**src/rtl/ffha_pkg.sv**
```systemverilog
// ----------------------------------------------------------------------------
// ffha_pkg
// Shared constants and helpers for the first-fit heap allocator.
// ----------------------------------------------------------------------------
`default_nettype none
package ffha_pkg;
	localparam int HEAP_BYTES   = 128;
	localparam int HEADER_BYTES = 8;
	localparam int OFF_W        = 7;
	localparam int LINK_W       = 8;
	localparam int NEED_W       = 9;
	localparam int STEP_W       = 8;

	localparam logic [LINK_W-1:0] NIL_LINK   = LINK_W'(HEAP_BYTES);
	localparam logic [LINK_W-1:0] HDR_LINK   = LINK_W'(HEADER_BYTES);
	localparam logic [LINK_W-1:0] HEAP_SIZE  = LINK_W'(HEAP_BYTES);

	localparam logic [1:0] ST_OK    = 2'd0;
	localparam logic [1:0] ST_EMPTY = 2'd1;
	localparam logic [1:0] ST_FRAG  = 2'd2;

	localparam logic CMD_ALLOC = 1'b0;
	localparam logic CMD_FREE  = 1'b1;

	function automatic logic [LINK_W-1:0] capped_sum(input logic [LINK_W-1:0] a,
		input logic [LINK_W-1:0] b);
		logic [LINK_W:0] s;
		s = {1'b0, a} + {1'b0, b};
		if (s > (LINK_W+1)'(HEAP_BYTES)) begin
			s = (LINK_W+1)'(HEAP_BYTES);
		end
		return s[LINK_W-1:0];
	endfunction
endpackage
`default_nettype wire

```
**src/rtl/ffha_ram.sv**
```systemverilog
// ----------------------------------------------------------------------------
// ffha_ram
// Generic single-write, single-read RAM with registered read data.
// ----------------------------------------------------------------------------
`default_nettype none
module ffha_ram #(
	parameter int WIDTH = 8,
	parameter int DEPTH = 128
) (
	input  wire logic                     clk,
	input  wire logic                     we,
	input  wire logic [$clog2(DEPTH)-1:0] waddr,
	input  wire logic [WIDTH-1:0]         wdata,
	input  wire logic [$clog2(DEPTH)-1:0] raddr,
	output logic      [WIDTH-1:0]         rdata
);
	logic [WIDTH-1:0] mem_q [DEPTH];

	always_ff @(posedge clk) begin
		if (we) begin
			mem_q[waddr] <= wdata;
		end
		rdata <= mem_q[raddr];
	end
endmodule
`default_nettype wire

```
**src/rtl/first_fit_heap_allocator.sv**
```systemverilog
// ----------------------------------------------------------------------------
// first_fit_heap_allocator
// First-fit heap allocator over an address-ordered free list with coalescing.
// ----------------------------------------------------------------------------
// Input channel in_valid/in_ready carries a request: command (0 allocate,
// 1 free), req_size and block_addr. Output channel out_valid/out_ready
// carries one result per request: payload_addr and status.
// A request walks the free list; every step reads the block header from
// the header RAMs with a registered read port. One request is worked on
// at a time; in_ready is high only while the sequencer is idle.
// After reset the whole heap is one free block at offset 0. No clearing
// pass is needed: the header of offset 0 reads its reset value until it is
// first written.
// A result waits in the output register while out_ready is low; the next
// request may be accepted meanwhile, and its result waits until the slot
// frees up.
// ----------------------------------------------------------------------------
`default_nettype none
module first_fit_heap_allocator import ffha_pkg::*; (
	input  wire logic              clk,
	input  wire logic              arst_n,
	input  wire logic              in_valid,
	output logic                   in_ready,
	input  wire logic              command,
	input  wire logic [7:0]        req_size,
	input  wire logic [OFF_W-1:0]  block_addr,
	output logic                   out_valid,
	input  wire logic              out_ready,
	output logic      [OFF_W-1:0]  payload_addr,
	output logic      [1:0]        status
);
	typedef enum logic [3:0] {
		S_IDLE, S_A_RD, S_A_CHK, S_A_FIT, S_A_SPL, S_A_LNK,
		S_F_TEST, S_F_STEP, S_F_END, S_F_RB, S_F_RC, S_F_RP, S_F_WB, S_F_WP,
		S_OUT
	} state_t;

	state_t              state_q;
	logic [LINK_W-1:0]   head_q, cur_q, prev_q, link_q;
	logic [OFF_W-1:0]    b_q;
	logic [NEED_W-1:0]   need_q;
	logic [STEP_W-1:0]   steps_q;
	logic [LINK_W-1:0]   sz_c_q, lk_c_q, sz_b_q, sz_p_q, nb_q;
	logic [OFF_W-1:0]    res_addr_q;
	logic [1:0]          res_st_q;
	logic                sz_init_q, lk_init_q;
	logic [OFF_W-1:0]    raddr, raddr_q;

	logic                size_we, link_we;
	logic [OFF_W-1:0]    size_waddr, link_waddr;
	logic [LINK_W-1:0]   size_wdata, link_wdata;
	logic [LINK_W-1:0]   size_ram, link_ram, size_rd, link_rd;

	ffha_ram #(.WIDTH(LINK_W), .DEPTH(HEAP_BYTES)) u_size_ram (
		.clk(clk), .we(size_we), .waddr(size_waddr), .wdata(size_wdata),
		.raddr(raddr), .rdata(size_ram)
	);
	ffha_ram #(.WIDTH(LINK_W), .DEPTH(HEAP_BYTES)) u_link_ram (
		.clk(clk), .we(link_we), .waddr(link_waddr), .wdata(link_wdata),
		.raddr(raddr), .rdata(link_ram)
	);

	// offset 0 header keeps its reset value until first written
	assign size_rd = (raddr_q == '0 && sz_init_q) ? HEAP_SIZE : size_ram;
	assign link_rd = (raddr_q == '0 && lk_init_q) ? NIL_LINK : link_ram;

	logic [NEED_W-1:0]  rest;
	logic [NEED_W:0]    split_end;
	logic               split_ok, fwd_merge, back_merge;
	logic [LINK_W:0]    b_end, p_end;
	logic [OFF_W-1:0]   nb_off;

	assign rest      = {1'b0, sz_c_q} - need_q;
	assign split_end = {2'b0, cur_q[OFF_W-1:0]} + {1'b0, need_q};
	assign split_ok  = rest > NEED_W'(HEADER_BYTES) && split_end < (NEED_W+1)'(HEAP_BYTES);
	assign nb_off    = split_end[OFF_W-1:0];
	assign b_end     = {2'b0, b_q} + {1'b0, sz_b_q};
	assign p_end     = {1'b0, prev_q} + {1'b0, sz_p_q};
	assign fwd_merge = cur_q < NIL_LINK && b_end == {1'b0, cur_q};
	assign back_merge = p_end == (LINK_W+1)'(b_q);

	always_comb begin
		raddr      = cur_q[OFF_W-1:0];
		size_we    = 1'b0;
		link_we    = 1'b0;
		size_waddr = cur_q[OFF_W-1:0];
		link_waddr = cur_q[OFF_W-1:0];
		size_wdata = '0;
		link_wdata = '0;
		case (state_q)
			S_F_END: raddr = b_q;
			S_F_RC:  raddr = prev_q[OFF_W-1:0];
			S_A_FIT: begin
				if (split_ok) begin
					size_we    = 1'b1;
					link_we    = 1'b1;
					size_waddr = nb_off;
					link_waddr = nb_off;
					size_wdata = rest[LINK_W-1:0];
					link_wdata = lk_c_q;
				end
			end
			S_A_SPL: begin
				size_we    = 1'b1;
				size_wdata = need_q[LINK_W-1:0];
			end
			S_A_LNK: begin
				link_we    = prev_q < NIL_LINK;
				link_waddr = prev_q[OFF_W-1:0];
				link_wdata = link_q;
			end
			S_F_WB: begin
				size_we    = 1'b1;
				link_we    = 1'b1;
				size_waddr = b_q;
				link_waddr = b_q;
				size_wdata = fwd_merge ? capped_sum(sz_b_q, sz_c_q) : sz_b_q;
				link_wdata = fwd_merge ? lk_c_q : cur_q;
			end
			S_F_WP: begin
				size_we    = prev_q < NIL_LINK && back_merge;
				link_we    = prev_q < NIL_LINK;
				size_waddr = prev_q[OFF_W-1:0];
				link_waddr = prev_q[OFF_W-1:0];
				size_wdata = capped_sum(sz_p_q, sz_b_q);
				link_wdata = back_merge ? nb_q : LINK_W'(b_q);
			end
			default: begin
				raddr = cur_q[OFF_W-1:0];
			end
		endcase
	end

	assign in_ready = state_q == S_IDLE;

	always_ff @(posedge clk or negedge arst_n) begin
		if (!arst_n) begin
			state_q   <= S_IDLE;
			head_q    <= '0;
			sz_init_q <= 1'b1;
			lk_init_q <= 1'b1;
			out_valid <= 1'b0;
			raddr_q   <= '0;
		end else begin
			raddr_q <= raddr;
			if (size_we && size_waddr == '0) begin
				sz_init_q <= 1'b0;
			end
			if (link_we && link_waddr == '0) begin
				lk_init_q <= 1'b0;
			end
			if (out_valid && out_ready && state_q != S_OUT) begin
				out_valid <= 1'b0;
			end
			case (state_q)
				S_IDLE: begin
					if (in_valid) begin
						need_q     <= {1'b0, req_size} + NEED_W'(HEADER_BYTES);
						b_q        <= block_addr - OFF_W'(HEADER_BYTES);
						cur_q      <= head_q;
						prev_q     <= NIL_LINK;
						steps_q    <= '0;
						res_addr_q <= '0;
						res_st_q   <= ST_OK;
						if (command == CMD_ALLOC) begin
							if (head_q >= NIL_LINK) begin
								res_st_q <= ST_EMPTY;
								state_q  <= S_OUT;
							end else begin
								state_q <= S_A_RD;
							end
						end else if (block_addr < OFF_W'(HEADER_BYTES)) begin
							state_q <= S_OUT;
						end else begin
							state_q <= S_F_TEST;
						end
					end
				end
				S_A_RD: state_q <= S_A_CHK;
				S_A_CHK: begin
					if ({1'b0, size_rd} >= need_q) begin
						sz_c_q  <= size_rd;
						lk_c_q  <= link_rd;
						state_q <= S_A_FIT;
					end else begin
						prev_q  <= cur_q;
						cur_q   <= link_rd;
						steps_q <= steps_q + 1'b1;
						if (steps_q == STEP_W'(HEAP_BYTES - 1) || link_rd >= NIL_LINK) begin
							res_st_q <= ST_FRAG;
							state_q  <= S_OUT;
						end else begin
							state_q <= S_A_RD;
						end
					end
				end
				S_A_FIT: begin
					if (split_ok) begin
						link_q  <= LINK_W'(nb_off);
						state_q <= S_A_SPL;
					end else begin
						link_q  <= lk_c_q;
						state_q <= S_A_LNK;
					end
				end
				S_A_SPL: state_q <= S_A_LNK;
				S_A_LNK: begin
					if (prev_q >= NIL_LINK) begin
						head_q <= link_q;
					end
					res_addr_q <= cur_q[OFF_W-1:0] + OFF_W'(HEADER_BYTES);
					state_q    <= S_OUT;
				end
				S_F_TEST: begin
					if (steps_q < STEP_W'(HEAP_BYTES) && cur_q < NIL_LINK
						&& cur_q < LINK_W'(b_q)) begin
						state_q <= S_F_STEP;
					end else begin
						state_q <= S_F_END;
					end
				end
				S_F_STEP: begin
					prev_q  <= cur_q;
					cur_q   <= link_rd;
					steps_q <= steps_q + 1'b1;
					state_q <= S_F_TEST;
				end
				S_F_END: begin
					if (cur_q == LINK_W'(b_q)) begin
						state_q <= S_OUT;
					end else begin
						if (cur_q >= NIL_LINK) begin
							cur_q <= NIL_LINK;
						end
						state_q <= S_F_RB;
					end
				end
				S_F_RB: begin
					sz_b_q  <= size_rd;
					state_q <= S_F_RC;
				end
				S_F_RC: begin
					sz_c_q  <= size_rd;
					lk_c_q  <= link_rd;
					state_q <= S_F_RP;
				end
				S_F_RP: begin
					sz_p_q  <= size_rd;
					state_q <= S_F_WB;
				end
				S_F_WB: begin
					sz_b_q  <= size_wdata;
					nb_q    <= link_wdata;
					state_q <= S_F_WP;
				end
				S_F_WP: begin
					if (prev_q >= NIL_LINK) begin
						head_q <= LINK_W'(b_q);
					end
					state_q <= S_OUT;
				end
				S_OUT: begin
					if (!out_valid || out_ready) begin
						out_valid    <= 1'b1;
						payload_addr <= res_addr_q;
						status       <= res_st_q;
						state_q      <= S_IDLE;
					end
				end
				default: state_q <= S_IDLE;
			endcase
		end
	end
endmodule
`default_nettype wire

```
**config.mk**
```make
export PLATFORM = sky130hd
export DESIGN_NAME = first_fit_heap_allocator
export DESIGN_NICKNAME = d
export VERILOG_FILES = /design/src/rtl/ffha_pkg.sv /design/src/rtl/ffha_ram.sv /design/src/rtl/first_fit_heap_allocator.sv
export SDC_FILE = /design/constraint.sdc
export NUM_CORES = 2
export LEC_CHECK = 0
export BUFFER_PORTS_ARGS = -buffer_cell sky130_fd_sc_hd__buf_2
export CELL_PAD_IN_SITES_DETAIL_PLACEMENT = 1
export CELL_PAD_IN_SITES_GLOBAL_PLACEMENT = 1
export CORE_AREA = 5 5 479 481
export DETAILED_ROUTE_END_ITERATION = 10
export DIE_AREA = 0 0 484 486
export HOLD_SLACK_MARGIN = 0.02
export PLACE_DENSITY = 0.72
export SETUP_SLACK_MARGIN = 0.02
export SYNTH_ARGS = -nofsm -noshare
export SYNTH_HDL_FRONTEND = slang
export SYNTH_SLANG_ARGS = --single-unit
```
**constraint.sdc**
```tcl
create_clock -name clk -period 22.4 [get_ports clk]
set_input_delay 4.48 -clock clk [delete_from_list [all_inputs] [get_ports clk]]
set_output_delay 4.48 -clock clk [all_outputs]
set_load 0.05 [all_outputs]
```
* Yosys cells after proc, flatten, opt, wreduce, memory -nomap -nowiden
Memory sizes are Yosys's and may differ from the RTL's. A register that Yosys moved wholly into a read port is not among the register bits.
Index checks and enable logic that the tools add are counted.
** Storage, ports and cells
- Memories kept :: 2
- Register bits :: 128
- RAM bits :: 2048
** Cells by class
- Mux-type cells :: 64
- Add/sub/neg operators :: 10
- Reductions and logical operators :: 40
- $lt $le $gt $ge :: 14
- Eq/ne operators :: 28
** Memories
- u_link_ram.mem_q :: depth 128, width 8, rd ports 1, clocked after memory_dff 1, write ports 1, RTL line ffha_ram.sv:17 : logic [WIDTH-1:0] mem_q [DEPTH];
- u_size_ram.mem_q :: depth 128, width 8, rd ports 1, clocked after memory_dff 1, write ports 1, RTL line ffha_ram.sv:17
** Operator list (count)
- 2-to-1 mux 8 bit :: 21
- case mux 8 bit (4 select lines) :: 3
- case mux 8 bit (2 select lines) :: 4
- case mux 4 bit (14 select lines) :: 1
- case mux 8 bit (3 select lines) :: 2
- case mux 7 bit (3 select lines) :: 2
- >= comparator 8 bit, second input constant :: 4
- 2-to-1 mux 4 bit :: 8
- equality test 4 bit, second input constant :: 7
- case mux 7 bit (2 select lines) :: 2
- adder 8 x 8 -> 9 bit :: 3
- < comparator 8 bit, second input constant :: 3
- logical NOT 7 bit :: 3
- 2-to-1 mux 7 bit :: 3
- > comparator 9 x 8 -> 1 bit, second input constant :: 2
- inequality test 2 bit, second input constant :: 9
- equality test 4 x 3 -> 1 bit, second input constant :: 4
- AND reduction 3 bit :: 5
- logical AND 1 bit :: 11
- 2-to-1 mux 1 bit :: 11
- adder 7 x 9 -> 10 bit :: 1
- < comparator 10 x 8 -> 1 bit, second input constant :: 1
- AND reduction 2 bit :: 5
- nonzero test 2 bit :: 5
- 30 further kinds :: 36

* Depth between registers and ports, before layout
- Depth in word-level cells :: 8
- Mapped depth :: 15
- Mapped depth without buffers :: 13

* By module
Synthesis repeated with hierarchy kept, for this count alone.
** Second synthesis, totals
- Cells, all modules :: 4160
- Area, all modules :: 88192.1 um^2
** Modules (own cells, without submodules)
- ffha_ram :: sequential area each 30909.6 um^2, area each 39665.5 um^2, cells each 1635, times used 2
- first_fit_heap_allocator :: sequential area each 3736.1 um^2, area each 8861.0 um^2, cells each 890, times used 1

* Worst setup path before layout
No wires, ideal clock.
- Path type :: flip-flop to flip-flop
- Start :: register prev_q[0]
- End :: register nb_q[1], data pin
- Required time :: 21.196 ns
- Slack :: 13.540 ns
- Cell stages (with the launch flop) :: 11
- Library setup time :: 1.204 ns
- Data arrival time :: 7.656 ns
- Buffers on the path :: 1
- Cells stage by stage :: edfxtp_1 -> ha_1 -> fa_1 -> a211oi_1 -> o21bai_1 -> a21oi_1 -> xnor2_1 -> a2111oi_2 -> clkbuf_1 -> a21oi_1 -> o21ai_0
** On the way
- Longest elaborated chain between the ends :: 4
** RTL lines
- start, declared :: RTL line first_fit_heap_allocator.sv:39 : logic [LINK_W-1:0] head_q, cur_q, prev_q, link_q;
- start signal, assigned :: RTL line first_fit_heap_allocator.sv:186 : prev_q <= cur_q;
- start signal, assigned :: RTL line first_fit_heap_allocator.sv:223 : prev_q <= cur_q;
- adder 8 x 8 -> 9 bit :: RTL line first_fit_heap_allocator.sv:78 : assign p_end = {1'b0, prev_q} + {1'b0, sz_p_q};
- equality test 9 x 7 -> 1 bit :: RTL line first_fit_heap_allocator.sv:80 : assign back_merge = p_end == (LINK_W+1)'(b_q);
- 2-to-1 mux 8 bit :: RTL line first_fit_heap_allocator.sv:126 : link_wdata = back_merge ? nb_q : LINK_W'(b_q);
- case mux 8 bit (4 select lines) :: RTL line first_fit_heap_allocator.sv:90 : case (state_q)
- named net link_wdata[1] :: RTL line first_fit_heap_allocator.sv:51 : logic [LINK_W-1:0] size_wdata, link_wdata;
- end signal, assigned :: RTL line first_fit_heap_allocator.sv:253 : nb_q <= link_wdata;
- end, declared :: RTL line first_fit_heap_allocator.sv:43 : logic [LINK_W-1:0] sz_c_q, lk_c_q, sz_b_q, sz_p_q, nb_q;
The timed path passes the listed nets, and every way through them passes these cells.
A chain may end at the register's enable or synchronous reset.

* Worst setup path in the final report
- Start :: register state_q[0]
- End :: output in_ready
** On the way
- Longest elaborated chain between the ends :: 1
** RTL lines
- start, declared :: RTL line first_fit_heap_allocator.sv:38 : state_t state_q;
- start signal, assigned :: RTL line first_fit_heap_allocator.sv:138 : state_q <= S_IDLE;
- start signal, assigned :: RTL line first_fit_heap_allocator.sv:168 : state_q <= S_OUT;
- start signal, assigned :: RTL line first_fit_heap_allocator.sv:170 : state_q <= S_A_RD;
- logical NOT 4 bit :: RTL line first_fit_heap_allocator.sv:134 : assign in_ready = state_q == S_IDLE;
- end, declared :: RTL line first_fit_heap_allocator.sv:23 : output logic in_ready,
No other way between the ends.

==> insert_results.sql <==
INSERT INTO impl_metrics (metric_group, metric, value, unit) VALUES
('timing', 'period_minus_slack', '7.110', 'ns'),
('grt', 'first_global_vias', '55455', ''),
('clocking', 'cts.sinks', '2192', ''),
('placement', 'gp_routability_congestion', '0.8846', ''),
('cells_and_area', 'layout.filler_cells', '22133', ''),
('min_path', 'min_path_type', 'register to register', ''),
('placement', 'post-dp-hpwl', '159000', 'um'),
('power_and_ir_drop', 'leakage_power_figure', '32.56', 'nW'),
('logic_synthesis', 'synth.area.top_cells', 'sky130_fd_sc_hd__edfxtp_1 (72%), sky130_fd_sc_hd__mux4_2 (6.3%), sky130_fd_sc_hd__nand2_1 (4.4%), sky130_fd_sc_hd__nand3_1 (2.7%), sky130_fd_sc_hd__a21oi_1 (1.3%)', ''),
('logic_synthesis', 'arithmetic_cell_share_of_the_synthesized_area_counting_full_adders_half_adders_and_majority_gates', '0.01045', ''),
('worst_setup_path', 'critical-path-slowest-cell', 'sky130_fd_sc_hd__dfrtp_1', ''),
('routing', 'dr_total_vias', '54083', ''),
('logic_synthesis', 'synth_compound_gate_area_share', '0.05433', ''),
('routing', 'drt_drc_violations_left', '0', ''),
('logic_synthesis', 'post_syn_nets', '5999', ''),
('power_and_ir_drop', 'vdd_drop_max', '0.1352', 'mV'),
('logic_synthesis', 'yosys_warnings', '0', ''),
('grt', 'grt_util_all_layers', '0.2177', ''),
('power_and_ir_drop', 'power_frac_comb', '0.351', ''),
('min_path', 'holdCritStartpoint', 'sz_init_q', ''),
('placement', 'buffer_ports.inserted', '30', ''),
('grt', 'overflow', '0', ''),
('logic_synthesis', 'synthesized_area_fraction_occupied_by_and_or_nand_nor_cells', '0.1041', ''),
('clocking', 'post-cts-setup-buffers', '0', ''),
('power_and_ir_drop', 'netSwitchingFraction', '0.3763', ''),
('floorplan', 'core', '224200', 'um2'),
('timing', 'max_slew.worst_pin.slew', '1.362', 'ns'),
('clocking', 'holdBufCountCts', '0', ''),
('logic_synthesis', 'synth.yosys.seq_area_share', '0.7339', ''),
('worst_setup_path', 'worst_r2r_endpoint', 'u_size_ram.rdata[5]', ''),
('routing', 'drt-initial-drc-count', '6115', ''),
('clocking', 'cts.path.max_buffers', '3', ''),
('cells_and_area', 'flow.area_growth_from_synthesis', '12.14', '%'),
('placement', 'dpl_worst_slack', '15.69', 'ns'),
('logic_synthesis', 'yosys.cell_types.count', '90', ''),
('routing', 'drt-vias-per-instance', '5.935', ''),
('worst_setup_path', 'cp_peak_stage_delay', '0.71', 'ns'),
('worst_setup_path', 'crit_path_end_kind', 'output pin', ''),
('clocking', 'cts_tree', 'done', ''),
('floorplan', 'floorplan.die_area', '235200', 'um2'),
('min_path', 'whs_path_depth', '1', ''),
('timing', 'worst_slew_margin_rel', '0.08516', ''),
('power_and_ir_drop', 'share_seq_of_total_power', '0.380', ''),
('clocking', 'cts_htree_levels', '4', ''),
('floorplan', 'placementRows', '174', ''),
('logic_synthesis', 'synth_edf_count', '2154', ''),
('logic_synthesis', 'synth_top_area_share', '0.7241', ''),
('floorplan', 'die_height', '486', 'um'),
('grt', 'first_pass_grt_wire_length', '383300', 'um'),
('worst_setup_path', 'reg2reg_setup_slack', '16.05', 'ns'),
('routing', 'wl_per_cell', '28.80', 'um'),
('job', 'max-cap-violations', '0', ''),
('timing', 'final_hold_viol_count', '0', ''),
('logic_synthesis', 'netlist_area_before_placement', '89320', 'um2'),
('power_and_ir_drop', 'internal_power', '8.372', 'mW'),
('placement', 'place_inst', '8707', ''),
('grt', 'grt_antenna_before_repair', '9', ''),
('worst_setup_path', 'reg2reg_from', 'state_q[3]', ''),
('worst_setup_path', 'reg2regPathDepth', '13', ''),
('cells_and_area', 'layout_common_cells', 'sky130_fd_sc_hd__edfxtp_1 (2154), sky130_fd_sc_hd__nand2_1 (1040), sky130_fd_sc_hd__nand3_1 (473)', ''),
('floorplan', 'initial_cell_density_of_the_core', '0.3983', ''),
('power_and_ir_drop', 'clockPowerShare', '0.269', ''),
('timing', 'min_setup_slack_post_route', '15.29', 'ns'),
('cells_and_area', 'post_layout_nonfiller_instances', '9113', ''),
('routing', 'dr_pass1_iterations', '6', ''),
('routing', 'route.antenna.remaining_nets', '0', ''),
('timing', 'hold_ws', '0.4603', 'ns'),
('clocking', 'worst_skew_pair.late_latency', '0.86', 'ns'),
('logic_synthesis', 'share_of_the_synthesized_netlist_area_taken_by_xor_and_xnor_gates', '0.005001', ''),
('logic_synthesis', 'synth_top_cell_by_area', 'sky130_fd_sc_hd__edfxtp_1', ''),
('outcome', 'status', 'finished clean', '');
## how the worst max path moves through the flow
stage                          start         to  slack, ns  depth (start not counted)
after global placement        arst_n  sz_p_q[7]      15.76                          4
after floorplan            prev_q[0]    nb_q[1]      13.54                         10
final                     state_q[0]   in_ready      15.29                          4
after CTS                 state_q[1]   in_ready      15.24                          4
after global routing      state_q[1]   in_ready      15.14                          4
after detailed placement      arst_n  sz_p_q[6]      15.69                          4
## metal layers
layer  track usage  routed length [um]  vias to the layer above
li1              -                   -                    22807
met1        0.2972              106200                    28338
met2        0.3516              125800                     2439
met3       0.03606               20230                      499
met4       0.08442               10240                        0
met5             0                   0                        -
## state kept, by name, indices dropped and copies added (netlist names), 7 cells and up
signal,count
sz_b_q,8
raddr_q,7
res_addr_q,7
link_q,8
need_q,9
prev_q,8
head_q,8
lk_c_q,8
u_size_ram.rdata,8
u_link_ram.mem_q,1024
b_q,7
u_size_ram.mem_q,1024
payload_addr,7
cur_q,8
sz_p_q,8
sz_c_q,8
steps_q,8
nb_q,8
u_link_ram.rdata,8
## area by class of cell
cell class	count	area (um2)	share of cell area
clock inverter	131	1310	0.01308
sequential	2192	65560	0.6544
clock buffer	270	5690	0.05681
multi-input combinational	3326	22550	0.2251
tap	2992	3744	0.03737
inverter	49	201.4	0.002011
timing repair buffer	149	1106	0.01104
antenna	4	10.01	0.00009993
## worst reg2reg max path: stages, from the launching register on
cell and delay, ns:
sky130_fd_sc_hd__dfrtp_1 0.83, sky130_fd_sc_hd__nor3b_2 0.42, sky130_fd_sc_hd__buf_4 0.31, sky130_fd_sc_hd__mux2i_4 0.25, sky130_fd_sc_hd__buf_4 0.62, sky130_fd_sc_hd__inv_8 0.46
sky130_fd_sc_hd__buf_12 0.43, sky130_fd_sc_hd__nor2_4 0.46, sky130_fd_sc_hd__buf_4 0.66, sky130_fd_sc_hd__a32oi_1 0.34, sky130_fd_sc_hd__a31oi_1 0.28, sky130_fd_sc_hd__nor4_1 0.16
sky130_fd_sc_hd__a22oi_1 0.67, sky130_fd_sc_hd__o221ai_1 0.31
## per-stage QoR
step	power, mW	cell area, um2	util
floorplan	8.004	89320	-
global placement	9.676	93130	0.4153
detailed placement	9.825	93130	0.4153
CTS	13.43	100100	0.4465
global route	13.91	100200	0.4467
finish	13.42	100200	0.4467
## cells in the mapped netlist (34+ instances only)
| master | count |
|---|---|
| sky130_fd_sc_hd__nor2_1 | 286 |
| sky130_fd_sc_hd__clkbuf_1 | 242 |
| sky130_fd_sc_hd__nand2_1 | 1050 |
| sky130_fd_sc_hd__a22oi_1 | 75 |
| sky130_fd_sc_hd__a21oi_1 | 239 |
| sky130_fd_sc_hd__mux4_2 | 248 |
| sky130_fd_sc_hd__mux2i_1 | 99 |
| sky130_fd_sc_hd__nor3_1 | 136 |
| sky130_fd_sc_hd__a32oi_1 | 52 |
| sky130_fd_sc_hd__o22ai_1 | 69 |
| sky130_fd_sc_hd__nand3_1 | 476 |
| sky130_fd_sc_hd__buf_2 | 55 |
| sky130_fd_sc_hd__inv_1 | 46 |
| sky130_fd_sc_hd__buf_1 | 40 |
| sky130_fd_sc_hd__o21ai_0 | 65 |
| sky130_fd_sc_hd__edfxtp_1 | 2154 |
| sky130_fd_sc_hd__ha_1 | 65 |
| sky130_fd_sc_hd__a221oi_1 | 34 |
## kinds of logic (layout without fill, tap and decap cells)
family                     after synthesis  after routing
other                                    0              4
AOI/OAI and AO/OA                      722            722
muxes                                  356            356
adders and majority gates               71             71
xor gates and xnor gates                51             51
and+or+nand+nor                       2126           2126
buffers and inverters                  390            599
DFF                                   2192           2192
## power by group through the flow
stage / clock network, mW / logic [mW] / registers [mW]
2_1_floorplan: 0 / 2.79 / 5.21
3_3_place_gp: 0 / 4.50 / 5.17
3_5_place_dp: 0 / 4.65 / 5.18
4_1_cts: 3.65 / 4.69 / 5.09
5_1_grt: 3.85 / 4.96 / 5.10
6_report: 3.61 / 4.72 / 5.10
(Power assumes the default switching activity.)
